**src/rtl/kci_pkg.sv**
```systemverilog
// Shared constants, codes and control types of the keyframe curve interpolator.
package kci_pkg;

    localparam int MAX_KEYS   = 16;
    localparam int KEY_IDX_W  = 4;
    localparam int COUNT_W    = 5;
    localparam int MODE_W     = 2;
    localparam int CFG_IDX_W  = 1;
    localparam int CFG_DATA_W = 5;
    localparam int STEP_W     = 6;

    localparam logic [COUNT_W-1:0] MAX_KEYS_C = COUNT_W'(MAX_KEYS);

    localparam logic OPC_WRITE = 1'b0;
    localparam logic OPC_EVAL  = 1'b1;

    localparam logic [CFG_IDX_W-1:0] REG_KEY_COUNT   = 1'd0;
    localparam logic [CFG_IDX_W-1:0] REG_INTERP_MODE = 1'd1;

    localparam logic [MODE_W-1:0] MODE_LINEAR = 2'd0;
    localparam logic [MODE_W-1:0] MODE_CUBIC  = 2'd1;

    localparam logic [STEP_W-1:0] MOD_STEPS    = 6'd32;
    localparam logic [STEP_W-1:0] LINEAR_STEPS = 6'd48;
    localparam logic [STEP_W-1:0] CUBIC_STEPS  = 6'd49;

    typedef enum logic [3:0] {
        OP_NONE,
        OP_WRITE,
        OP_QUERY,
        OP_MOD,
        OP_MOD_END,
        OP_SCAN,
        OP_LOAD_A,
        OP_LOAD_B,
        OP_PREP,
        OP_FRAC,
        OP_FRAC_END,
        OP_CUBE1,
        OP_CUBE2,
        OP_MUL,
        OP_RESULT
    } dp_op_t;

    typedef struct packed {
        dp_op_t                 op;
        logic [KEY_IDX_W-1:0]   idx;
        logic [MODE_W-1:0]      mode;
        logic                   empty;
    } dp_cmd_t;

    typedef struct packed {
        logic div_done;
        logic kt_le;
        logic kt_ge;
        logic interp_ok;
    } dp_stat_t;

endpackage

```
**src/rtl/kci_div.sv**
```systemverilog
// Restoring divider, one quotient bit per cycle, giving remainder and quotient.
module kci_div (
    input  logic        clk,
    input  logic        rst_n,
    input  logic        start,
    input  logic [31:0] dividend,
    input  logic [32:0] divisor,
    input  logic [kci_pkg::STEP_W-1:0] steps,
    output logic        done,
    output logic [32:0] rem,
    output logic [17:0] quo
);
    import kci_pkg::*;

    logic              busy_reg;
    logic              done_reg;
    logic [STEP_W-1:0] cnt_reg;
    logic [48:0]       dvd_reg;
    logic [32:0]       div_reg;
    logic [32:0]       rem_reg;
    logic [17:0]       quo_reg;
    logic [33:0]       trial;
    logic              ge;
    logic [32:0]       rem_next;

    always_comb
    begin
        trial    = {rem_reg, dvd_reg[48]};
        ge       = trial >= {1'b0, div_reg};
        rem_next = ge ? 33'(trial - {1'b0, div_reg}) : trial[32:0];
    end

    always_ff @(posedge clk or negedge rst_n)
    begin
        if (!rst_n)
        begin
            busy_reg <= 1'b0;
            done_reg <= 1'b0;
            cnt_reg  <= '0;
        end
        else if (start)
        begin
            busy_reg <= 1'b1;
            done_reg <= 1'b0;
            cnt_reg  <= steps;
        end
        else if (busy_reg)
        begin
            cnt_reg <= cnt_reg - 1'b1;
            if (cnt_reg == STEP_W'(1))
            begin
                busy_reg <= 1'b0;
                done_reg <= 1'b1;
            end
        end
        else
        begin
            done_reg <= 1'b0;
        end
    end

    always_ff @(posedge clk)
    begin
        if (start)
        begin
            dvd_reg <= {dividend, 17'd0};
            div_reg <= divisor;
            rem_reg <= '0;
            quo_reg <= '0;
        end
        else if (busy_reg)
        begin
            dvd_reg <= {dvd_reg[47:0], 1'b0};
            rem_reg <= rem_next;
            quo_reg <= {quo_reg[16:0], ge};
        end
    end

    assign done = done_reg;
    assign rem  = rem_reg;
    assign quo  = quo_reg;
endmodule

```
**src/rtl/kci_dp.sv**
```systemverilog
// Datapath: key table, wrap, fraction division, cubic ease and result register.
module kci_dp (
    input  logic               clk,
    input  logic               rst_n,
    input  kci_pkg::dp_cmd_t   cmd,
    output kci_pkg::dp_stat_t  stat,
    input  logic [3:0]         key_index,
    input  logic [31:0]        sample_time,
    input  logic signed [31:0] key_value,
    output logic signed [31:0] curve_value,
    output logic               table_empty
);
    import kci_pkg::*;

    logic [31:0]        kt_mem [MAX_KEYS];
    logic signed [31:0] kv_mem [MAX_KEYS];

    logic [31:0]        query_reg;
    logic [31:0]        t_reg;
    logic [31:0]        ka_reg;
    logic [31:0]        kb_reg;
    logic signed [31:0] lo_reg;
    logic signed [31:0] hi_reg;
    logic [31:0]        span_reg;
    logic [31:0]        dt_reg;
    logic signed [32:0] diff_reg;
    logic               ok_reg;
    logic [17:0]        f_reg;
    logic [16:0]        x_reg;
    logic [32:0]        sq_reg;
    logic [17:0]        q_reg;
    logic signed [51:0] prod_reg;
    logic signed [31:0] curve_reg;
    logic               empty_reg;

    logic [31:0]        kt_rd;
    logic signed [31:0] kv_rd;
    logic               ok_comb;
    logic [31:0]        dt_raw;
    logic               div_start;
    logic [31:0]        div_dvd;
    logic [32:0]        div_dsr;
    logic [STEP_W-1:0]  div_steps;
    logic [32:0]        div_rem;
    logic [17:0]        div_quo;
    logic               div_done;
    logic               lin;
    logic [16:0]        x_next;
    logic [33:0]        cube_full;
    logic [17:0]        cube;
    logic [17:0]        frac;
    logic signed [51:0] adj;
    logic signed [35:0] shifted;
    logic signed [36:0] sum;
    logic signed [31:0] sat;

    kci_div u_div (
        .clk      (clk),
        .rst_n    (rst_n),
        .start    (div_start),
        .dividend (div_dvd),
        .divisor  (div_dsr),
        .steps    (div_steps),
        .done     (div_done),
        .rem      (div_rem),
        .quo      (div_quo)
    );

    always_comb
    begin
        kt_rd     = kt_mem[cmd.idx];
        kv_rd     = kv_mem[cmd.idx];
        lin       = cmd.mode == MODE_LINEAR;
        ok_comb   = (lo_reg != hi_reg)
                    && (cmd.mode == MODE_LINEAR || cmd.mode == MODE_CUBIC)
                    && (kb_reg > ka_reg) && (t_reg >= ka_reg);
        dt_raw    = t_reg - ka_reg;
        div_start = (cmd.op == OP_MOD) || (cmd.op == OP_FRAC);
        if (cmd.op == OP_MOD)
        begin
            div_dvd   = query_reg;
            div_dsr   = {1'b0, kt_rd} + 33'h10000;
            div_steps = MOD_STEPS;
        end
        else
        begin
            div_dvd   = dt_reg;
            div_dsr   = {1'b0, span_reg};
            div_steps = lin ? LINEAR_STEPS : CUBIC_STEPS;
        end
        x_next    = f_reg[17:16] == 2'b00 ? f_reg[16:0] : 17'(18'h20000 - f_reg);
        cube_full = sq_reg[32:16] * x_reg;
        cube      = cube_full[33:16];
        frac      = lin ? f_reg : q_reg;
        adj       = prod_reg + ((prod_reg < 0) ? (lin ? 52'sd65535 : 52'sd131071) : 52'sd0);
        shifted   = lin ? 36'(adj >>> 16) : 36'(adj >>> 17);
        sum       = 37'(shifted) + 37'(lo_reg);
        if (sum > 37'sd2147483647)
            sat = 32'sh7fffffff;
        else if (sum < -37'sd2147483648)
            sat = 32'sh80000000;
        else
            sat = sum[31:0];

        stat.div_done  = div_done;
        stat.kt_le     = kt_rd <= t_reg;
        stat.kt_ge     = kt_rd >= t_reg;
        stat.interp_ok = ok_comb;
    end

    always_ff @(posedge clk)
    begin
        case (cmd.op)
            OP_WRITE:
            begin
                kt_mem[key_index] <= sample_time;
                kv_mem[key_index] <= key_value;
            end
            OP_QUERY:    query_reg <= sample_time;
            OP_MOD_END:  t_reg <= div_rem[31:0];
            OP_LOAD_A:
            begin
                ka_reg <= kt_rd;
                lo_reg <= kv_rd;
            end
            OP_LOAD_B:
            begin
                kb_reg <= kt_rd;
                hi_reg <= kv_rd;
            end
            OP_PREP:
            begin
                ok_reg   <= ok_comb;
                span_reg <= kb_reg - ka_reg;
                dt_reg   <= (dt_raw > kb_reg - ka_reg) ? kb_reg - ka_reg : dt_raw;
                diff_reg <= 33'(hi_reg) - 33'(lo_reg);
            end
            OP_FRAC_END: f_reg <= div_quo;
            OP_CUBE1:
            begin
                x_reg  <= x_next;
                sq_reg <= x_next * x_next;
            end
            OP_CUBE2:    q_reg <= f_reg[17:16] == 2'b00 ? cube : 18'(18'h20000 - cube);
            OP_MUL:      prod_reg <= diff_reg * $signed({1'b0, frac});
            OP_RESULT:
            begin
                empty_reg <= cmd.empty;
                if (cmd.empty)
                    curve_reg <= '0;
                else if (ok_reg)
                    curve_reg <= sat;
                else
                    curve_reg <= lo_reg;
            end
            default:
            begin
            end
        endcase
    end

    assign curve_value = curve_reg;
    assign table_empty = empty_reg;
endmodule

```
**config.mk**
```make
export PLATFORM = sky130hd
export DESIGN_NAME = kci_dp
export DESIGN_NICKNAME = d
export VERILOG_FILES = /design/src/rtl/kci_pkg.sv /design/src/rtl/kci_div.sv /design/src/rtl/kci_dp.sv
export SDC_FILE = /design/constraint.sdc
export NUM_CORES = 2
export LEC_CHECK = 0
export BUFFER_PORTS_ARGS = -buffer_cell sky130_fd_sc_hd__buf_2
export CAP_MARGIN = 20
export CORE_MARGIN = 4
export CORE_UTILIZATION = 45
export DETAILED_ROUTE_END_ITERATION = 8
export SETUP_SLACK_MARGIN = 0.3
export SLEW_MARGIN = 20
export SYNTH_ARGS = -nofsm -noshare
export SYNTH_HDL_FRONTEND = slang
export SYNTH_SLANG_ARGS = --single-unit
```
**constraint.sdc**
```tcl
create_clock -name clk -period 10.14 [get_ports clk]
set_clock_uncertainty 0.1 [all_clocks]
set_input_delay 0.507 -clock clk [delete_from_list [all_inputs] [get_ports clk]]
set_output_delay 0.507 -clock clk [all_outputs]
set_load 0.05 [all_outputs]
```
Yosys cells after proc, flatten, opt, wreduce, memory -nomap -nowiden
Memory sizes are Yosys's and may differ from the RTL's.
Cells that the tools add are included.
W data, S select, Z words.
{ "word_totals": {"ram_bits": 1024, "in_bits": 81, "out_inout_bits": 37, "n_memories": 2, "word_cells": 101, "register_bits": 585} }
{ "classes": {"eq_ne": 17, "mux": 27, "n_lt_le_gt_ge": 9, "n_reduce_logical": 8, "add_sub_neg": 10, "mul": 3} }
{ "mem_list": {"columns": ["memory", "words", "word_bits", "read_ports", "rd_clocked_by_memory_dff", "wr", "line", "rtl"], "rows": [
  ["kt_mem", 16, 32, 1, 0, 1, "kci_dp.sv:15", "logic [31:0] kt_mem [MAX_KEYS];"],
  ["kv_mem", 16, 32, 1, 0, 1, "kci_dp.sv:16", "logic signed [31:0] kv_mem [MAX_KEYS];"]
]} }
{ "ops": {"columns": ["cell", "count"], "rows": [
  ["$mux W32", 6],
  ["$mux W49", 2],
  ["$ge A32 B32 Y1", 2],
  ["$gt A32 B32 Y1", 2],
  ["$sub A32 B32 Y32", 2],
  ["$add A52 B18 Y52", 1],
  ["$lt A52 B1 Y1 const B", 1],
  ["$mul A33 B19 Y52", 1],
  ["$mux W17", 3],
  ["$add A36 B32 Y37", 1],
  ["$gt A37 B32 Y1 const B", 1],
  ["$lt A37 B32 Y1 const B", 1],
  ["$mux W18", 2],
  ["$mux W35", 1],
  ["$ge A34 B33 Y1", 1],
  ["$mul A17 B17 Y34", 1],
  ["$add A32 B17 Y33 const B", 1],
  ["$mul A17 B17 Y33", 1],
  ["$mux W33", 1],
  ["$sub A32 B32 Y33", 1],
  ["$sub A33 B33 Y33", 1],
  ["$le A32 B32 Y1", 1],
  ["$ne A32 B32 Y1", 1],
  ["$eq A4 B4 Y1 const B", 7],
  ["other kinds (16)", 32]
]} }

Longest topological paths before layout
{ "depth": {"ltp_word": 10, "mapped_depth": 36} }

Hierarchy
From an unflattened synthesis, not the netlist that was laid out.
{ "hier_totals": {"cells_unflattened": 8563, "hier_area_um2": 108054.9} }
{ "by_module_without_submodules": {"columns": ["mod", "area_per_inst_um2", "n_inst", "cells_each"], "rows": [
  ["kci_dp", 101162.0, 1, 7879],
  ["kci_div", 6892.9, 1, 684]
]} }

Least setup slack after synthesis
OpenSTA, ideal clock, no wires.
{ "synth_path": {"kind": "reg-to-reg", "from": "register f_reg[0]", "to": "register sq_reg[32] (data pin)", "t_required_ns": 9.780, "synth_period_minus_slack_ns": 8.364, "arrival_ns": 8.005, "path_stages_with_launch": 32, "setup_slack_ns": 1.776, "path_cell_list": "edfxtp_1 clkbuf_1 o31ai_1 o21ai_0 a21o_1 or2_2 o21ai_0 xor2_1 clkinv_1 nand2_1 inv_1 fa_1 fa_1 inv_1 fa_1 inv_1 fa_1 fa_1 inv_1 fa_1 inv_1 ha_1 and3_1 o2111ai_1 o31ai_1 o211ai_1 nor3_1 o211ai_1 a21boi_0 o21a_1 nor2_1 xnor2_1"} }
{ "synth_via": {"elab_chain_len": 3} }
{ "synth_rtl": {"columns": ["item", "line", "rtl"], "rows": [
  ["start: declaration", "kci_dp.sv:28", "logic [17:0] f_reg;"],
  ["start signal: assignment", "kci_dp.sv:138", "OP_FRAC_END: f_reg <= div_quo;"],
  ["$sub A1 B17 Y17", "kci_dp.sv:91", "x_next = f_reg[17:16] == 2'b00 ? f_reg[16:0] : 17'(18'h20000 - f_reg);"],
  ["$mux W17", "kci_dp.sv:91", null],
  ["via x_next[13]", "kci_dp.sv:48", "logic [16:0] x_next;"],
  ["$mul A17 B17 Y33", "kci_dp.sv:142", "sq_reg <= x_next * x_next;"],
  ["end signal: assignment", "kci_dp.sv:142", null],
  ["end: declaration", "kci_dp.sv:30", "logic [32:0] sq_reg;"]
]} }
The timed path passes the listed nets, and every way through them passes these cells.
A chain may end at the register's enable or synchronous reset.

Worst setup path in the final report
{ "layout_path": {"from": "register f_reg[0]", "to": "register sq_reg[32] (data pin)"} }
{ "layout_via": {"elab_chain_len": 3} }
{ "layout_rtl": {"columns": ["item", "line"], "rows": [
  ["$sub A1 B17 Y17", "kci_dp.sv:91"],
  ["$mux W17 *", "kci_dp.sv:91"],
  ["$mul A17 B17 Y33 *", "kci_dp.sv:142"]
]} }
Every way passes the cells marked *; elsewhere a longest branch is shown, timed or not.

==> results.txt <==
The flow ran to the end, and the final reports show no timing, DRC or antenna violations. After detailed routing, the average wire length per cell comes to 22.1 µm. The tools report the clock root buffer as sky130_fd_sc_hd__clkbuf_16.

Routability-driven placement finished with a final weighted congestion of 0.909. At the later pin of the worst-skew pair, clock insertion delay measures 0.82 ns. In this run the remaining antenna-violating nets after routing total 0.

The share of cell area taken by muxes after synthesis is 0.0761, and the Yosys warning count is 0. Max-cap violations in this run came to 0. Counting along the longest clock path gives a buffer depth of 3. The synthesized instance count was 8,631.

The post-synthesis share of cell area spent on full adders, half adders and majority gates was 0.252; the highest fanout seen on the critical path was 11. Summing all multi-input logic gate instances after layout gives 54,600 µm². Counting the fill cells in the layout gives 20,700. The number of top-level pins is 118.

Yosys mapped a number of flops with a built-in enable equal to 1,534. The register-to-register setup slack is 1.03 ns. At the pin with the least slew margin, the transition time is 1.08 ns. The number of clock buffers added by TritonCTS is 165.

The number of nets in the finished design was 10,400; the number of cell instances on the worst register-to-register path was 33. For the net count of the mapped netlist, the log shows 10,300. The clock input transition at the sequential cells of the worst setup and hold paths is 0.06 ns. The tools report the startpoint of the lowest-slack register-to-register path as f_reg[0]. TritonCTS built the clock tree. For the initial standard-cell utilization of the core, the log shows 0.453. The total global-route track usage is 0.218, and the count of distinct cell types in the synthesized netlist is 106. Worst max-slew margin expressed relative to the limit: 0.276. The critical path's slowest cell is sky130_fd_sc_hd__fa_1.

The die is 498 µm tall. The worst setup path is captured at a flip-flop. The share of layout cells above drive strength 1 was 0.112. The first routing iteration left 4,793 violations. The post-synthesis share of cell area spent on and, or, nand and nor gates came out at 0.0897. The global-route wire length before repair is 418,000 µm. The number of antenna violations at the first check in global routing came out at 18. In this run the cell area of the synthesized design comes to 108,000 µm².

The run gives 0 as the total overflow reported by the global router. Count of H-tree levels built during CTS: 4. The start point of the critical path was f_reg[0].

The initialized floorplan defines 179 standard-cell rows. The parity-gate share of the synthesized area counting xor and xnor cells was 0.0228; the largest net degree at the start of global routing was 89. The fraction of synthesis flops using an asynchronous set or reset pin is 0.00502. The area of the core came out at 239,000 µm². Number of buffers inserted to repair setup after CTS: 0. The worst register-to-register path ends at sq_reg[32].

The time the worst path needs with I/O delays and setup is 9.11 ns, and the data arrival at the endpoint of the critical path is 9.54 ns. For this run, design rule violations remaining after detail routing come to 0. The die outline width was 498 µm; the final total negative setup slack was 0 ns. Setup violations remaining at the end of the flow were counted as 0. The via-per-instance ratio was 5.47.

The critical path's largest stage delay is 0.53 ns. The tightest hold path in the finished design has a slack of 0.165 ns. The compound-cell area share of the yosys netlist works out to 0.0621.

Required time of the critical path: 10.57 ns. Averaged over all synthesized cells, the footprint is 12.5 µm². The hold violation total from the final report came out at 0. Setup repair after global routing left no endpoint under its margin. Among the stages of the critical path, the cell type that occurs most often is sky130_fd_sc_hd__fa_1. The sequential cells in the finished layout cover a total of 47,300 µm². The HPWL reported at the end of detailed placement was 186,000 µm; the register area share after synthesis was 0.438. The number of buffer cells added on primary ports is 117, and the area added between synthesis and finish is 9.87%. The first TritonRoute pass finished after 5 iterations. CTS saw 1,593 sinks. The final layout contains routed wiring with a total length of 267,000 µm. The final route contains 66,100 vias.

The main combinational cell family by area after synthesis is adder cells. The die area is 248,000 µm², and the total count of max-transition violations in the final report is 0. The category of the worst setup path launch point is a flip-flop. The min-delay analysis places its worst path in the category input port to async pin. For the via count of the first global-routing pass, the log shows 70,700.

The most used flip-flop cell after synthesis is sky130_fd_sc_hd__edfxtp_1. The share of the clock period used by the worst path after layout works out to 0.898. The category of the most critical setup path was flip-flop to flip-flop.

The number of storage elements in the synthesis netlist was 1,593; the highest achievable clock rate was 0.110 GHz.
## routing by layer
metal / track usage / up-vias / routed length [µm]
li1: - / 29700 / -
met1: 0.299 / 34300 / 115000
met2: 0.369 / 1729 / 131000
met3: 0.0266 / 413 / 13300
met4: 0.0567 / 8 / 6930
met5: 0 / - / 43
## Yosys cell counts, types with 15 or more instances
cell	number	area share
sky130_fd_sc_hd__or2_2	16	0.00093
sky130_fd_sc_hd__xor2_1	89	0.0072
sky130_fd_sc_hd__o211ai_1	18	0.0013
sky130_fd_sc_hd__a31oi_1	35	0.0020
sky130_fd_sc_hd__and3_1	43	0.0025
sky130_fd_sc_hd__fa_1	992	0.18
sky130_fd_sc_hd__nor2b_1	232	0.013
sky130_fd_sc_hd__o21ai_0	211	0.0098
sky130_fd_sc_hd__nor2_1	376	0.013
sky130_fd_sc_hd__and2_1	185	0.011
sky130_fd_sc_hd__nor3_1	59	0.0027
sky130_fd_sc_hd__clkbuf_1	265	0.0092
sky130_fd_sc_hd__mux2i_1	70	0.0065
sky130_fd_sc_hd__buf_1	32	0.0011
sky130_fd_sc_hd__o21bai_1	28	0.0019
sky130_fd_sc_hd__xnor2_1	192	0.016
sky130_fd_sc_hd__dfxtp_1	51	0.0094
sky130_fd_sc_hd__a211oi_2	32	0.0037
sky130_fd_sc_hd__a21oi_1	312	0.014
sky130_fd_sc_hd__o21a_1	37	0.0026
sky130_fd_sc_hd__nand4_1	56	0.0032
sky130_fd_sc_hd__a211oi_1	27	0.0019
sky130_fd_sc_hd__nand2_2	30	0.0017
sky130_fd_sc_hd__inv_1	1362	0.047
sky130_fd_sc_hd__edfxtp_1	1534	0.43
sky130_fd_sc_hd__buf_2	25	0.0012
sky130_fd_sc_hd__nand2_1	831	0.029
sky130_fd_sc_hd__o31ai_1	20	0.0014
sky130_fd_sc_hd__mux2_2	28	0.0029
sky130_fd_sc_hd__ha_1	586	0.068
sky130_fd_sc_hd__or3_1	15	0.00087
sky130_fd_sc_hd__mux4_2	320	0.067
sky130_fd_sc_hd__a21o_1	163	0.011
sky130_fd_sc_hd__nand3_1	56	0.0026
sky130_fd_sc_hd__nand2b_1	64	0.0037
## kinds of logic (layout without fill, tap and decap cells)
kind of cell | count (synthesis) | after routing
buffers and inverters | 1705 | 1983
other | 0 | 9
adders and majority gates | 1578 | 1578
AOI/OAI and AO/OA | 1024 | 1024
xor gates and xnor gates | 281 | 281
DFF | 1593 | 1593
and+or+nand+nor | 2032 | 2032
muxes | 418 | 418
## worst max-delay path: cells and delay by family (launching register included)
family / cells / cell delay, ns
AO/OA/AOI/OAI: 6 / 1.56
flip-flops: 1 / 0.39
AND/OR/NAND/NOR: 9 / 2.14
XOR/XNOR: 2 / 0.26
adder cells (fa/ha/maj): 8 / 3.36
buffers and inverters: 8 / 1.04
## repair_timing
| action | CTS | global route |
|---|---|---|
| endpoints found under the hold margin | 1064 | 0 |
| resized for setup | 0 | 1 |
| setup endpoints to repair | 0 | 1 |
| hold buffers | 65 | 0 |
## worst max path at each step
stage / end / slack (ns) / cells past startpoint
global route: sq_reg[32] / 0.36 / 33
finish: sq_reg[32] / 1.03 / 33
global placement: sq_reg[32] / 0.93 / 33
detailed placement: sq_reg[32] / 0.83 / 33
CTS: sq_reg[32] / 0.81 / 33
floorplan: sq_reg[32] / 1.78 / 31
## metrics by stage
step	instances	setup slack [ns]	instance area [µm²]	utilization
3_5_place_dp	11700	0.826	113000	0.472
4_1_cts	12100	0.810	119000	0.497
6_report	12100	1.03	119000	0.498
3_3_place_gp	11700	0.929	113000	0.472
5_1_grt	12100	0.365	119000	0.498
2_1_floorplan	8631	1.78	108000	-
## final cells by class
type / instances / area share
well taps: 3167 / 0.0334
diodes: 9 / 0.000190
clock inverters: 107 / 0.00993
flip-flops and latches: 1593 / 0.398
multi-input cells: 5333 / 0.460
repair buffers: 306 / 0.0189
inverters: 1372 / 0.0434
clock buffers: 198 / 0.0363
## cell usage in the layout (no fill, tap or decap), types with 28 or more instances in the layout
cell type	count
sky130_fd_sc_hd__ha_1	586
sky130_fd_sc_hd__nand2_1	830
sky130_fd_sc_hd__o21ai_0	211
sky130_fd_sc_hd__dfxtp_1	51
sky130_fd_sc_hd__nor2b_1	232
sky130_fd_sc_hd__nand2b_1	64
sky130_fd_sc_hd__fa_1	992
sky130_fd_sc_hd__inv_1	1362
sky130_fd_sc_hd__nor2_1	356
sky130_fd_sc_hd__a31oi_1	35
sky130_fd_sc_hd__nand2_2	31
sky130_fd_sc_hd__mux4_2	320
sky130_fd_sc_hd__and2_1	185
sky130_fd_sc_hd__dlygate4sd3_1	65
sky130_fd_sc_hd__nand4_1	56
sky130_fd_sc_hd__clkinv_2	32
sky130_fd_sc_hd__mux2i_1	64
sky130_fd_sc_hd__clkbuf_1	29
sky130_fd_sc_hd__xnor2_1	192
sky130_fd_sc_hd__a21o_1	162
sky130_fd_sc_hd__o21a_1	37
sky130_fd_sc_hd__buf_2	114
sky130_fd_sc_hd__nor3_1	50
sky130_fd_sc_hd__nand3_1	56
sky130_fd_sc_hd__xor2_1	89
sky130_fd_sc_hd__buf_4	121
sky130_fd_sc_hd__clkbuf_16	167
sky130_fd_sc_hd__a21oi_1	312
sky130_fd_sc_hd__clkinv_1	35
sky130_fd_sc_hd__mux2_2	28
sky130_fd_sc_hd__edfxtp_1	1534
sky130_fd_sc_hd__and3_1	43
sky130_fd_sc_hd__o21bai_1	28
sky130_fd_sc_hd__a211oi_2	32
Power is not shown: default switching activity piles up to over one toggle a cycle in this logic, so the estimate is an artifact.
