[src/rtl/kci_pkg.sv]
// Shared constants, codes and control types of the keyframe curve interpolator.
package kci_pkg;

    localparam int MAX_KEYS   = 16;
    localparam int KEY_IDX_W  = 4;
    localparam int COUNT_W    = 5;
    localparam int MODE_W     = 2;
    localparam int CFG_IDX_W  = 1;
    localparam int CFG_DATA_W = 5;
    localparam int STEP_W     = 6;

    localparam logic [COUNT_W-1:0] MAX_KEYS_C = COUNT_W'(MAX_KEYS);

    localparam logic OPC_WRITE = 1'b0;
    localparam logic OPC_EVAL  = 1'b1;

    localparam logic [CFG_IDX_W-1:0] REG_KEY_COUNT   = 1'd0;
    localparam logic [CFG_IDX_W-1:0] REG_INTERP_MODE = 1'd1;

    localparam logic [MODE_W-1:0] MODE_LINEAR = 2'd0;
    localparam logic [MODE_W-1:0] MODE_CUBIC  = 2'd1;

    localparam logic [STEP_W-1:0] MOD_STEPS    = 6'd32;
    localparam logic [STEP_W-1:0] LINEAR_STEPS = 6'd48;
    localparam logic [STEP_W-1:0] CUBIC_STEPS  = 6'd49;

    typedef enum logic [3:0] {
        OP_NONE,
        OP_WRITE,
        OP_QUERY,
        OP_MOD,
        OP_MOD_END,
        OP_SCAN,
        OP_LOAD_A,
        OP_LOAD_B,
        OP_PREP,
        OP_FRAC,
        OP_FRAC_END,
        OP_CUBE1,
        OP_CUBE2,
        OP_MUL,
        OP_RESULT
    } dp_op_t;

    typedef struct packed {
        dp_op_t                 op;
        logic [KEY_IDX_W-1:0]   idx;
        logic [MODE_W-1:0]      mode;
        logic                   empty;
    } dp_cmd_t;

    typedef struct packed {
        logic div_done;
        logic kt_le;
        logic kt_ge;
        logic interp_ok;
    } dp_stat_t;

endpackage

[src/rtl/kci_ctrl.sv]
// Controller: handshakes, configuration registers and evaluation sequencing.
module kci_ctrl (
    input  logic              clk,
    input  logic              rst_n,
    input  logic              req_valid,
    input  logic              req_opcode,
    output logic              req_ready,
    output logic              rsp_valid,
    input  logic              rsp_ready,
    input  logic              cfg_valid,
    input  logic [kci_pkg::CFG_IDX_W-1:0]  cfg_index,
    input  logic [kci_pkg::CFG_DATA_W-1:0] cfg_data,
    output logic              cfg_ready,
    output kci_pkg::dp_cmd_t  cmd,
    input  kci_pkg::dp_stat_t stat
);
    import kci_pkg::*;

    typedef enum logic [3:0] {
        S_IDLE,
        S_MOD,
        S_MOD_WAIT,
        S_SCAN,
        S_LOAD_A,
        S_LOAD_B,
        S_PREP,
        S_FRAC,
        S_FRAC_WAIT,
        S_CUBE1,
        S_CUBE2,
        S_MUL,
        S_FINISH
    } state_t;

    state_t               state_reg;
    logic [COUNT_W-1:0]   count_reg;
    logic [MODE_W-1:0]    mode_reg;
    logic [COUNT_W-1:0]   n_reg;
    logic [KEY_IDX_W-1:0] i_reg;
    logic [KEY_IDX_W-1:0] a_reg;
    logic [KEY_IDX_W-1:0] b_reg;
    logic                 empty_reg;
    logic                 out_valid_reg;

    logic [COUNT_W-1:0]   n_clamp;
    logic [KEY_IDX_W-1:0] last_idx;
    logic                 take;
    logic                 out_free;

    always_comb
    begin
        n_clamp  = (count_reg > MAX_KEYS_C) ? MAX_KEYS_C : count_reg;
        last_idx = KEY_IDX_W'(n_reg - 1'b1);
        take     = req_valid && state_reg == S_IDLE;
        out_free = !out_valid_reg || rsp_ready;

        cmd.op    = OP_NONE;
        cmd.idx   = '0;
        cmd.mode  = mode_reg;
        cmd.empty = empty_reg;
        unique case (state_reg)
            S_IDLE:      if (take) cmd.op = (req_opcode == OPC_WRITE) ? OP_WRITE : OP_QUERY;
            S_MOD:
            begin
                cmd.op  = OP_MOD;
                cmd.idx = last_idx;
            end
            S_MOD_WAIT:  if (stat.div_done) cmd.op = OP_MOD_END;
            S_SCAN:
            begin
                cmd.op  = OP_SCAN;
                cmd.idx = i_reg;
            end
            S_LOAD_A:
            begin
                cmd.op  = OP_LOAD_A;
                cmd.idx = a_reg;
            end
            S_LOAD_B:
            begin
                cmd.op  = OP_LOAD_B;
                cmd.idx = b_reg;
            end
            S_PREP:      cmd.op = OP_PREP;
            S_FRAC:      cmd.op = OP_FRAC;
            S_FRAC_WAIT: if (stat.div_done) cmd.op = OP_FRAC_END;
            S_CUBE1:     cmd.op = OP_CUBE1;
            S_CUBE2:     cmd.op = OP_CUBE2;
            S_MUL:       cmd.op = OP_MUL;
            S_FINISH:    if (out_free) cmd.op = OP_RESULT;
            default:     cmd.op = OP_NONE;
        endcase
    end

    always_ff @(posedge clk or negedge rst_n)
    begin
        if (!rst_n)
        begin
            state_reg     <= S_IDLE;
            count_reg     <= '0;
            mode_reg      <= '0;
            n_reg         <= '0;
            i_reg         <= '0;
            a_reg         <= '0;
            b_reg         <= '0;
            empty_reg     <= 1'b0;
            out_valid_reg <= 1'b0;
        end
        else
        begin
            if (cfg_valid)
            begin
                unique case (cfg_index)
                    REG_KEY_COUNT:   count_reg <= cfg_data;
                    REG_INTERP_MODE: mode_reg  <= cfg_data[MODE_W-1:0];
                    default:
                    begin
                    end
                endcase
            end

            if (out_valid_reg && rsp_ready && state_reg != S_FINISH)
                out_valid_reg <= 1'b0;

            unique case (state_reg)
                S_IDLE:
                begin
                    if (take && req_opcode == OPC_EVAL)
                    begin
                        n_reg <= n_clamp;
                        i_reg <= '0;
                        a_reg <= '0;
                        b_reg <= KEY_IDX_W'(n_clamp - 1'b1);
                        if (n_clamp == '0)
                        begin
                            empty_reg <= 1'b1;
                            state_reg <= S_FINISH;
                        end
                        else
                        begin
                            empty_reg <= 1'b0;
                            state_reg <= S_MOD;
                        end
                    end
                end
                S_MOD:       state_reg <= S_MOD_WAIT;
                S_MOD_WAIT:  if (stat.div_done) state_reg <= S_SCAN;
                S_SCAN:
                begin
                    if (stat.kt_le)
                        a_reg <= i_reg;
                    if (stat.kt_ge)
                    begin
                        b_reg     <= i_reg;
                        state_reg <= S_LOAD_A;
                    end
                    else if (i_reg == last_idx)
                        state_reg <= S_LOAD_A;
                    else
                        i_reg <= i_reg + 1'b1;
                end
                S_LOAD_A:    state_reg <= S_LOAD_B;
                S_LOAD_B:    state_reg <= S_PREP;
                S_PREP:      state_reg <= stat.interp_ok ? S_FRAC : S_FINISH;
                S_FRAC:      state_reg <= S_FRAC_WAIT;
                S_FRAC_WAIT:
                begin
                    if (stat.div_done)
                        state_reg <= (mode_reg == MODE_LINEAR) ? S_MUL : S_CUBE1;
                end
                S_CUBE1:     state_reg <= S_CUBE2;
                S_CUBE2:     state_reg <= S_MUL;
                S_MUL:       state_reg <= S_FINISH;
                S_FINISH:
                begin
                    if (out_free)
                    begin
                        out_valid_reg <= 1'b1;
                        state_reg     <= S_IDLE;
                    end
                end
                default:     state_reg <= S_IDLE;
            endcase
        end
    end

    assign req_ready = state_reg == S_IDLE;
    assign rsp_valid = out_valid_reg;
    assign cfg_ready = 1'b1;
endmodule

[config.mk]
export PLATFORM = sky130hd
export DESIGN_NAME = kci_ctrl
export DESIGN_NICKNAME = d
export VERILOG_FILES = /design/src/rtl/kci_pkg.sv /design/src/rtl/kci_ctrl.sv
export SDC_FILE = /design/constraint.sdc
export NUM_CORES = 1
export LEC_CHECK = 0
export CORE_MARGIN = 2
export CORE_UTILIZATION = 55
export CTS_CLUSTER_DIAMETER = 50
export DETAILED_ROUTE_END_ITERATION = 16
export DONT_BUFFER_PORTS = 1
export HOLD_SLACK_MARGIN = 0.08
export PLACE_DENSITY = 0.7
export SYNTH_ARGS = -nofsm -noshare
export SYNTH_HDL_FRONTEND = slang
export SYNTH_SLANG_ARGS = --single-unit
export TNS_END_PERCENT = 1
[constraint.sdc]
create_clock -name clk -period 2.95 [get_ports clk]
set_input_delay 0.1475 -clock clk [delete_from_list [all_inputs] [get_ports clk]]
set_output_delay 0.1475 -clock clk [all_outputs]
set_load 0.05 [all_outputs]
Word level (Yosys, flattened, before mapping)
Cells that the tools add are included.
{"block": "op_classes", "reduce_logical": 17, "order_cmp": 1, "n_eq_ne": 23, "add_sub_neg": 3, "n_mux": 31, "n_bitwise": 1}
{"cell": "case mux 4 bit (13 select lines)", "n": 2}
{"cell": "two-way mux 4 bit", "n": 16}
{"cell": "case mux 4 bit (2 select lines)", "n": 3}
{"cell": "== test 4 bit (second input constant)", "n": 5}
{"cell": "== test 4 x 3 -> 1 bit (second input constant)", "n": 4}
{"cell": "case mux 4 bit (4 select lines)", "n": 1}
{"cell": "inequality test 2 bit (second input constant)", "n": 7}
{"cell": "== test 4 x 2 -> 1 bit (second input constant)", "n": 2}
{"cell": "subtractor 4 x 1 -> 4 bit (second input constant)", "n": 2}
{"cell": "two-way mux 2 bit", "n": 3}
{"cell": "AND reduction 2 bit", "n": 3}
{"cell": "AND reduction 3 bit", "n": 2}
{"cell": "greater-than comparator 5 bit (second input constant)", "n": 1}
{"cell": "logical NOT 5 bit", "n": 1}
{"cell": "two-way mux 5 bit", "n": 1}
{"cell": "AND reduction 5 bit", "n": 1}
{"cell": "adder 4 x 1 -> 4 bit (second input constant)", "n": 1}
{"cell": "== test 4 x 1 -> 1 bit (second input constant)", "n": 1}
{"cell": "== test 4 bit", "n": 1}
{"cell": "logical AND 1 bit", "n": 4}
{"cell": "logical NOT 4 bit", "n": 1}
{"cell": "two-way mux 1 bit", "n": 4}
{"cell": "inequality test 4 bit (second input constant)", "n": 1}
{"cell": "AND reduction 4 bit", "n": 1}
{"cell": "other kinds (8)", "n": 8}
{"block": "totals", "ff_bits": 29, "elab_cells": 85}

Logic depth before layout (Yosys ltp)
Gate-level depths: netlist (run 1).
{"block": "depth", "word_depth": 6, "ltp_mapped": 6, "depth_no_buf": 6}

Worst setup path after synthesis (run 1)
OpenSTA, ideal clock, no wires.
{"block": "synth_path", "kind": "flip-flop to flip-flop", "startpoint": "register state_reg[2]", "endpoint": "register b_reg[3]", "path_slack_ns": 0.539, "setup_time_ns": 0.119, "arrival_ns": 2.292, "path_stages_with_launch": 5, "path_cell_list": "dfrtp_1 -> nor4_2 -> nand3_2 -> o32a_1 -> o21a_1"}
{"block": "synth_between", "elab_chain_len": 5, "elab_cells_between_ends": 9, "cone_classes": "eq/ne (3); mux (1); reduce/logical (5)"}
{"item": "start: declaration", "line": "kci_ctrl.sv:35", "source": "state_t state_reg;"}
{"item": "start signal: assignment", "line": "kci_ctrl.sv:164", "source": "S_PREP: state_reg <= stat.interp_ok ? S_FRAC : S_FINISH;"}
{"item": "start signal: assignment", "line": "kci_ctrl.sv:169", "source": "state_reg <= (mode_reg == MODE_LINEAR) ? S_MUL : S_CUBE1;"}
{"item": "logical NOT 4 bit *"}
{"item": "via req_ready", "line": "kci_ctrl.sv:7", "source": "output logic req_ready,"}
{"item": "logical AND 1 bit", "line": "kci_ctrl.sv:54", "source": "take = req_valid && state_reg == S_IDLE;"}
{"item": "logical AND 1 bit", "line": "kci_ctrl.sv:128", "source": "if (take && req_opcode == OPC_EVAL)"}
{"item": "inequality test 2 x 1 -> 1 bit (no source line)"}
{"item": "AND reduction 3 bit (no source line)"}
{"item": "end signal: assignment", "line": "kci_ctrl.sv:133", "source": "b_reg <= KEY_IDX_W'(n_clamp - 1'b1);"}
{"item": "end signal: assignment", "line": "kci_ctrl.sv:154", "source": "b_reg <= i_reg;"}
{"item": "end: declaration", "line": "kci_ctrl.sv:41", "source": "logic [KEY_IDX_W-1:0] b_reg;"}
Mark *: on every way through the listed nets, which the timed path passes. The rest lies on a longest branch.
A chain may end at the register's enable or synchronous reset.

==> flow_metrics.env, run 1 <==
export IMPL_clock_skew_ns=0.00631
export IMPL_reg2reg_depth=6
export IMPL_cts_made_buffers=5
export IMPL_dp_hpwl_mm=3.09
export IMPL_grt_overflow_total=0
export IMPL_die_width_um=62.8
export IMPL_avgRoutedWirePerCell_um=16.8
export IMPL_fin_tns_setup_ns=0
export IMPL_synth_top_family_by_area="compound AO/OA/AOI/OAI gates"
export IMPL_ys_types=58
export IMPL_reg2reg_slack_ns=0.88
export IMPL_crit_chain="nor2b_1 -> nor3b_1 -> o21ai_0 -> o21ai_1"
export IMPL_synth_compound_area_share_pct=22.5
export IMPL_portBuffers=0
export IMPL_syn_avg_cell_area_sq_um=9.52
export IMPL_grt_pass1_vias=1619
export IMPL_grt_pass1_wl_mm=7.54
export IMPL_hold_depth=2
export IMPL_nFillCells=305
export IMPL_layout_nets=233
export IMPL_dieHeight_um=62.8
export IMPL_worstSetupStartpointType="flip-flop"
export IMPL_synthesis_area_sq_um=1900
export IMPL_grt_start_max_net_pins=30
export IMPL_leakage_nw=0.910
export IMPL_ys_flop_type="dfrtp_1"
export IMPL_critPathMaxFanout=24
export IMPL_cp_data_required_time_ns=2.80
export IMPL_synthAdderAreaFrac_pct=1.97
export IMPL_clock_sinks=29
export IMPL_design_core_area_sq_um=3340
export IMPL_cts_htree_levels=2
export IMPL_end_kind="output pin"
export IMPL_multi_input_area_sq_um=1120
export IMPL_place_congestion=0.864
export IMPL_antennaDiodeCount=0
export IMPL_rsz0062_at_grt="false"
export IMPL_maxCapViolCount=0
export IMPL_routed_via_count=1615
export IMPL_worst_slew_pin_slew_ns=0.949
export IMPL_seqPwrFrac_pct=37.8
export IMPL_clk_latency_ns=0.33
export IMPL_syn_instance_count=200
export IMPL_num_rows=21
export IMPL_clkPwrFrac_pct=10.4
export IMPL_dp_slack_ns=0.917
export IMPL_synth_xor_xnor_area_share_pct=3.94
export IMPL_switching_share_pct=51.1
export IMPL_antenna_found_initial=0
export IMPL_p_per_area_nw_per_um2=1060
export IMPL_ys_seq_area_share_pct=38.1
export IMPL_min_period_ns=2.39
export IMPL_hold_start="rsp_ready"
export IMPL_wirelength_mm=4.38
export IMPL_area_delta_synth_final_pct=13.4
export IMPL_ys_async_sr_fraction_pct=100
export IMPL_fmax_ghz=0.418
export IMPL_drtIter0Drc=127
export IMPL_synth_simple_area_share_pct=22.1
export IMPL_vias_per_cell=6.19
export IMPL_hp_class="in -> reg"
export IMPL_maxSlewHeadroom_pct=36.3
export IMPL_final_common_cell="dfrtp_1"
export IMPL_hold_end="rsp_valid"
export IMPL_combPwrFrac_pct=51.7
export IMPL_hold_violations=0
export IMPL_synth_mux_area_share_pct=7.49
export IMPL_cts_tree="yes"
export IMPL_drc=0
export IMPL_dr_pass1_iters=4
export IMPL_cts_clk_slew_worst_paths_ns=0.10
export IMPL_crit_start="state_reg[3]"
export IMPL_outcome="complete, no violations"
export IMPL_worstSetupPathType="reg -> out"
export IMPL_critPathMaxStageDelay_ns=0.84
export IMPL_yosysWarnings=0
export IMPL_ys_seq_elements=29
export IMPL_switchingPower_mw=1.17
export IMPL_p_int_mw=1.12
export IMPL_final_util_pct=64.7
export IMPL_grt_use_total_pct=24.4
export IMPL_start_util_pct=57.1
export IMPL_drtAntennaViolNets=0
export IMPL_ctsRootBufferMaster="clkbuf_4"
export IMPL_setup_ws_ns=0.555
export IMPL_clockBufferDepth=2
export IMPL_drive_above_1_share_pct=16.3
export IMPL_synth_nets=219
export IMPL_vdd_drop_max_mv=0.497
export IMPL_finalSetupViolations=0
export IMPL_pin_count=30
export IMPL_reg2reg_to="state_reg[2]"
export IMPL_die_area_sq_um=3950
export IMPL_maxSlewViolCount=0
export IMPL_largest_reg_flops=5
export IMPL_rr_startpoint="count_reg[4]"
export IMPL_worstPathArrival_ns=2.25
export IMPL_final_cell_mix="dfrtp_1 (29), nand2_1 (24), o21ai_1 (10), dlygate4sd3_1 (10), buf_4 (9)"
export IMPL_finalCritPeriodShare_pct=81.2
export IMPL_seqCellArea_sq_um=726
export IMPL_synth_edf_count=0
export IMPL_cp_slowest_cell="dfrtp_1"
## layout make-up
cell class / count / area share, %
Clock buffer: 5 / 1.74
Multi-Input combinational cell: 155 / 52.0
Inverter: 3 / 0.521
Tap cell: 46 / 2.67
Clock inverter: 3 / 0.811
Sequential cell: 29 / 33.6
Timing Repair Buffer: 20 / 8.69
## worst max-delay path by stage
stage,endpoint,slack (ns),cells after the start
floorplan,b_reg[3],0.54,4
global placement,cmd[10],0.96,4
detailed placement,state_reg[2],0.92,6
CTS,cmd[10],0.56,4
global route,cmd[10],0.31,4
finish,cmd[10],0.56,4
## power groups by stage
stage	Combinational, mW	Sequential, mW	Clock (mW)
after floorplan	1.09	0.659	0
after global placement	1.13	0.866	0
after detailed placement	1.15	0.872	0
after CTS	1.19	0.861	0.242
after global routing	1.30	0.904	0.261
final	1.19	0.868	0.240
## worst max-delay path: cells and delay by family (launching register included)
kind               cells  cell delay (ns)
AOI/OAI and AO/OA      2             0.64
and+or+nand+nor        2             0.43
DFF                    1             0.84
## cells in the mapped netlist, types with 4 or more instances
| library cell | instances | area, sq um |
|---|---|---|
| a22o_1 | 4 | 35.0 |
| a22oi_1 | 4 | 30.0 |
| clkbuf_1 | 8 | 30.0 |
| dfrtp_1 | 29 | 726 |
| mux2_2 | 7 | 78.8 |
| nand2_1 | 24 | 90.1 |
| nand2b_1 | 7 | 43.8 |
| nand3_1 | 5 | 25.0 |
| nor2_1 | 8 | 30.0 |
| nor2b_1 | 7 | 43.8 |
| nor3_1 | 5 | 25.0 |
| nor4b_1 | 4 | 35.0 |
| o21a_1 | 4 | 30.0 |
| o21ai_0 | 5 | 25.0 |
| o21ai_1 | 10 | 50.1 |
| o31ai_1 | 5 | 37.5 |
| xor2_1 | 4 | 35.0 |
## per-layer routing
layer	routed length [um]	global-route usage, %	vias to the layer above	part of all wire (%)
met5	0	0	-	0
met4	64	10.3	0	1.5
met3	279	5.23	8	6.4
met2	2070	36.7	53	47
met1	1960	34.2	782	45
li1	-	-	772	-
## repair_timing
item / CTS / global route
resized for setup: 0 / 0
hold buffers: 11 / 0
setup endpoints to repair: 0 / 0
hold endpoints to repair: 37 / 0
buffers inserted: 0 / 0
## stage by stage
stage / hold slack (ns) / std cells / cell area (sq um) / total power [mW]
floorplan: -0.148 / 200 / 1900 / 1.75
global placement: -0.147 / 242 / 1980 / 2.00
detailed placement: -0.147 / 242 / 1980 / 2.03
CTS: 0.0879 / 261 / 2160 / 2.29
global route: 0.107 / 261 / 2160 / 2.46
finish: 0.0976 / 261 / 2160 / 2.30
## kinds of logic (layout without fill, tap and decap cells)
kind of cell | count (synthesis) | after routing
flops | 29 | 29
fa+ha+maj | 3 | 3
compound gates | 56 | 56
buf+inv | 16 | 31
other cells | 1 | 1
mux | 13 | 13
simple gates | 75 | 75
xor+xnor | 7 | 7
(Power assumes the default switching activity.)
==> inputs of run 2 (changes only) <==
--- a/config.mk
+++ b/config.mk
@@ -11,7 +11,7 @@
 export DETAILED_ROUTE_END_ITERATION = 16
 export DONT_BUFFER_PORTS = 1
 export HOLD_SLACK_MARGIN = 0.08
-export PLACE_DENSITY = 0.7
+export PLACE_DENSITY = 0.73
 export SYNTH_ARGS = -nofsm -noshare
 export SYNTH_HDL_FRONTEND = slang
 export SYNTH_SLANG_ARGS = --single-unit
==> constraint.sdc (replaced) <==
create_clock -name clk -period 2.1 [get_ports clk]
set_input_delay 0.105 -clock clk [delete_from_list [all_inputs] [get_ports clk]]
set_output_delay 0.105 -clock clk [all_outputs]
set_load 0.05 [all_outputs]
==> run 2 against run 1 <==
  * First-iteration DRC count shrank 1.6%
  * Worst setup slack worse by 0.50 ns
  * Global-route usage grew 1.3 points
  * Non-clock buffer count is 7 higher
  * Critical path type unchanged
  * Largest cell class unchanged
  * Largest power group unchanged
  * Highest routed layer unchanged
==> flow_metrics.env, run 2 (synthesized netlist as in run 1, its figures left out) <==
export IMPL_drtIter0Drc=125
export IMPL_grt_pass1_vias=1681
export IMPL_cts_htree_levels=2
export IMPL_end_kind="output pin"
export IMPL_clkPwrFrac_pct=9.6
export IMPL_num_rows=21
export IMPL_switching_share_pct=50.4
export IMPL_hold_start="cfg_index"
export IMPL_p_int_mw=1.67
export IMPL_rr_startpoint="n_reg[0]"
export IMPL_wirelength_mm=4.72
export IMPL_grt_pass1_wl_mm=7.82
export IMPL_dieHeight_um=62.8
export IMPL_crit_chain="or4_4 -> a21oi_2 -> o21ai_1 -> a21oi_1 -> buf_4"
export IMPL_combPwrFrac_pct=57.3
export IMPL_place_congestion=0.875
export IMPL_portBuffers=0
export IMPL_vias_per_cell=6.37
export IMPL_final_util_pct=67.0
export IMPL_avgRoutedWirePerCell_um=17.6
export IMPL_fin_cells=268
export IMPL_die_area_sq_um=3950
export IMPL_cp_slowest_cell="or4_4"
export IMPL_dp_cells=249
export IMPL_leakage_nw=0.941
export IMPL_reg2reg_depth=6
export IMPL_clock_sinks=29
export IMPL_total_power_mw=3.38
export IMPL_drc=0
export IMPL_ctsRootBufferMaster="clkbuf_4"
export IMPL_area_delta_synth_final_pct=17.4
export IMPL_grt_use_total_pct=25.7
export IMPL_hp_class="in -> reg"
export IMPL_cts_tree="yes"
export IMPL_rsz0062_at_grt="true"
export IMPL_fmax_ghz=0.488
export IMPL_die_width_um=62.8
export IMPL_cts_clk_slew_worst_paths_ns=0.09
export IMPL_clock_skew_ns=0.00872
export IMPL_p_per_area_nw_per_um2=1510
export IMPL_switchingPower_mw=1.70
export IMPL_critPathMaxFanout=5
export IMPL_outcome="complete, no violations"
export IMPL_seqPwrFrac_pct=33.0
export IMPL_largest_reg_flops=5
export IMPL_dr_pass1_iters=4
export IMPL_min_period_ns=2.05
export IMPL_hold_depth=2
export IMPL_worst_slew_pin_slew_ns=0.684
export IMPL_antennaDiodeCount=0
export IMPL_maxSlewHeadroom_pct=54.0
export IMPL_vdd_drop_max_mv=0.764
export IMPL_cp_data_required_time_ns=2.00
export IMPL_antenna_found_initial=0
export IMPL_clockBufferDepth=2
export IMPL_drtAntennaViolNets=0
export IMPL_clk_latency_ns=0.34
export IMPL_finalSetupViolations=0
export IMPL_crit_start="n_reg[1]"
export IMPL_maxCapViolCount=0
export IMPL_dp_hpwl_mm=3.43
export IMPL_finalCritPeriodShare_pct=97.6
export IMPL_critPathMaxStageDelay_ns=0.59
export IMPL_fin_tns_setup_ns=0
export IMPL_maxSlewViolCount=0
export IMPL_timing_hold_ws_ns=0.118
export IMPL_drive_above_1_share_pct=23.4
export IMPL_final_cell_mix="nand2_1 (24), dfrtp_1 (22), buf_4 (16), o21ai_1 (10), dlygate4sd3_1 (10)"
export IMPL_pin_count=30
export IMPL_final_common_cell="nand2_1"
export IMPL_reg2reg_to="i_reg[3]"
export IMPL_layout_nets=240
export IMPL_design_core_area_sq_um=3340
export IMPL_routed_via_count=1707
export IMPL_cts_made_buffers=5
export IMPL_grt_overflow_total=0
export IMPL_worstPathArrival_ns=1.94
export IMPL_hold_violations=0
export IMPL_grt_start_max_net_pins=30
export IMPL_worstSetupPathType="reg -> out"
export IMPL_reg2reg_slack_ns=0.29
export IMPL_start_util_pct=57.1
export IMPL_hold_end="count_reg[0]"
export IMPL_worstSetupStartpointType="flip-flop"
[run 2: repair_timing]
| action | CTS | global route |
|---|---|---|
| endpoints found under the hold margin | 38 | 0 |
| buffers inserted | 0 | 0 |
| hold buffers | 11 | 0 |
| gates resized for setup | 1 | 11 |
| setup endpoints to repair | 1 | 5 |
[run 2: cell type report]
| type | instances | area (sq um) |
|---|---|---|
| timing repair buffer | 27 | 240 |
| clock buffer | 6 | 41.3 |
| clock inverter | 2 | 10.0 |
| inverter | 3 | 11.3 |
| multi-input combinational | 155 | 1140 |
| fill | 289 | 1100 |
| tap | 46 | 57.6 |
| sequential | 29 | 734 |
[run 2: worst max path at each step]
stage | endpoint | slack (ns) | cells after the start
after floorplan | cmd[8] | -0.21 | 4
after global placement | i_reg[3] | 0.31 | 6
after detailed placement | i_reg[3] | 0.27 | 6
after CTS | cmd[6] | 0.02 | 5
after global routing | cmd[10] | -0.03 | 6
final | cmd[6] | 0.05 | 5
[run 2: worst max-delay path: cells and delay by family (launching register included)]
family          cells  cell delay (ns)
buf+inv             1             0.21
flops               1             0.45
compound gates      3             0.37
simple gates        1             0.59
[run 2: power by group through the flow]
stage	registers [mW]	clock network, mW	logic [mW]
2_1_floorplan	0.938	0	1.54
3_3_place_gp	1.09	0	1.80
3_5_place_dp	1.10	0	1.85
4_1_cts	1.09	0.334	1.89
5_1_grt	1.14	0.359	2.08
6_report	1.12	0.325	1.94
[run 2: stage by stage]
stage | setup WS (ns) | area [sq um]
2_1_floorplan | -0.209 | 1910
3_3_place_gp | 0.313 | 2040
3_5_place_dp | 0.270 | 2040
4_1_cts | 0.0236 | 2210
5_1_grt | -0.0329 | 2240
6_report | 0.0506 | 2240
[run 2: metal layers]
| layer | vias up | global-route usage, % | share of wire [%] |
|---|---|---|---|
| li1 | 784 | - | - |
| met1 | 846 | 30.7 | 42 |
| met2 | 63 | 41.8 | 50 |
| met5 | - | 0 | 0 |
| met4 | 0 | 13.6 | 2.5 |
| met3 | 14 | 7.75 | 6.2 |
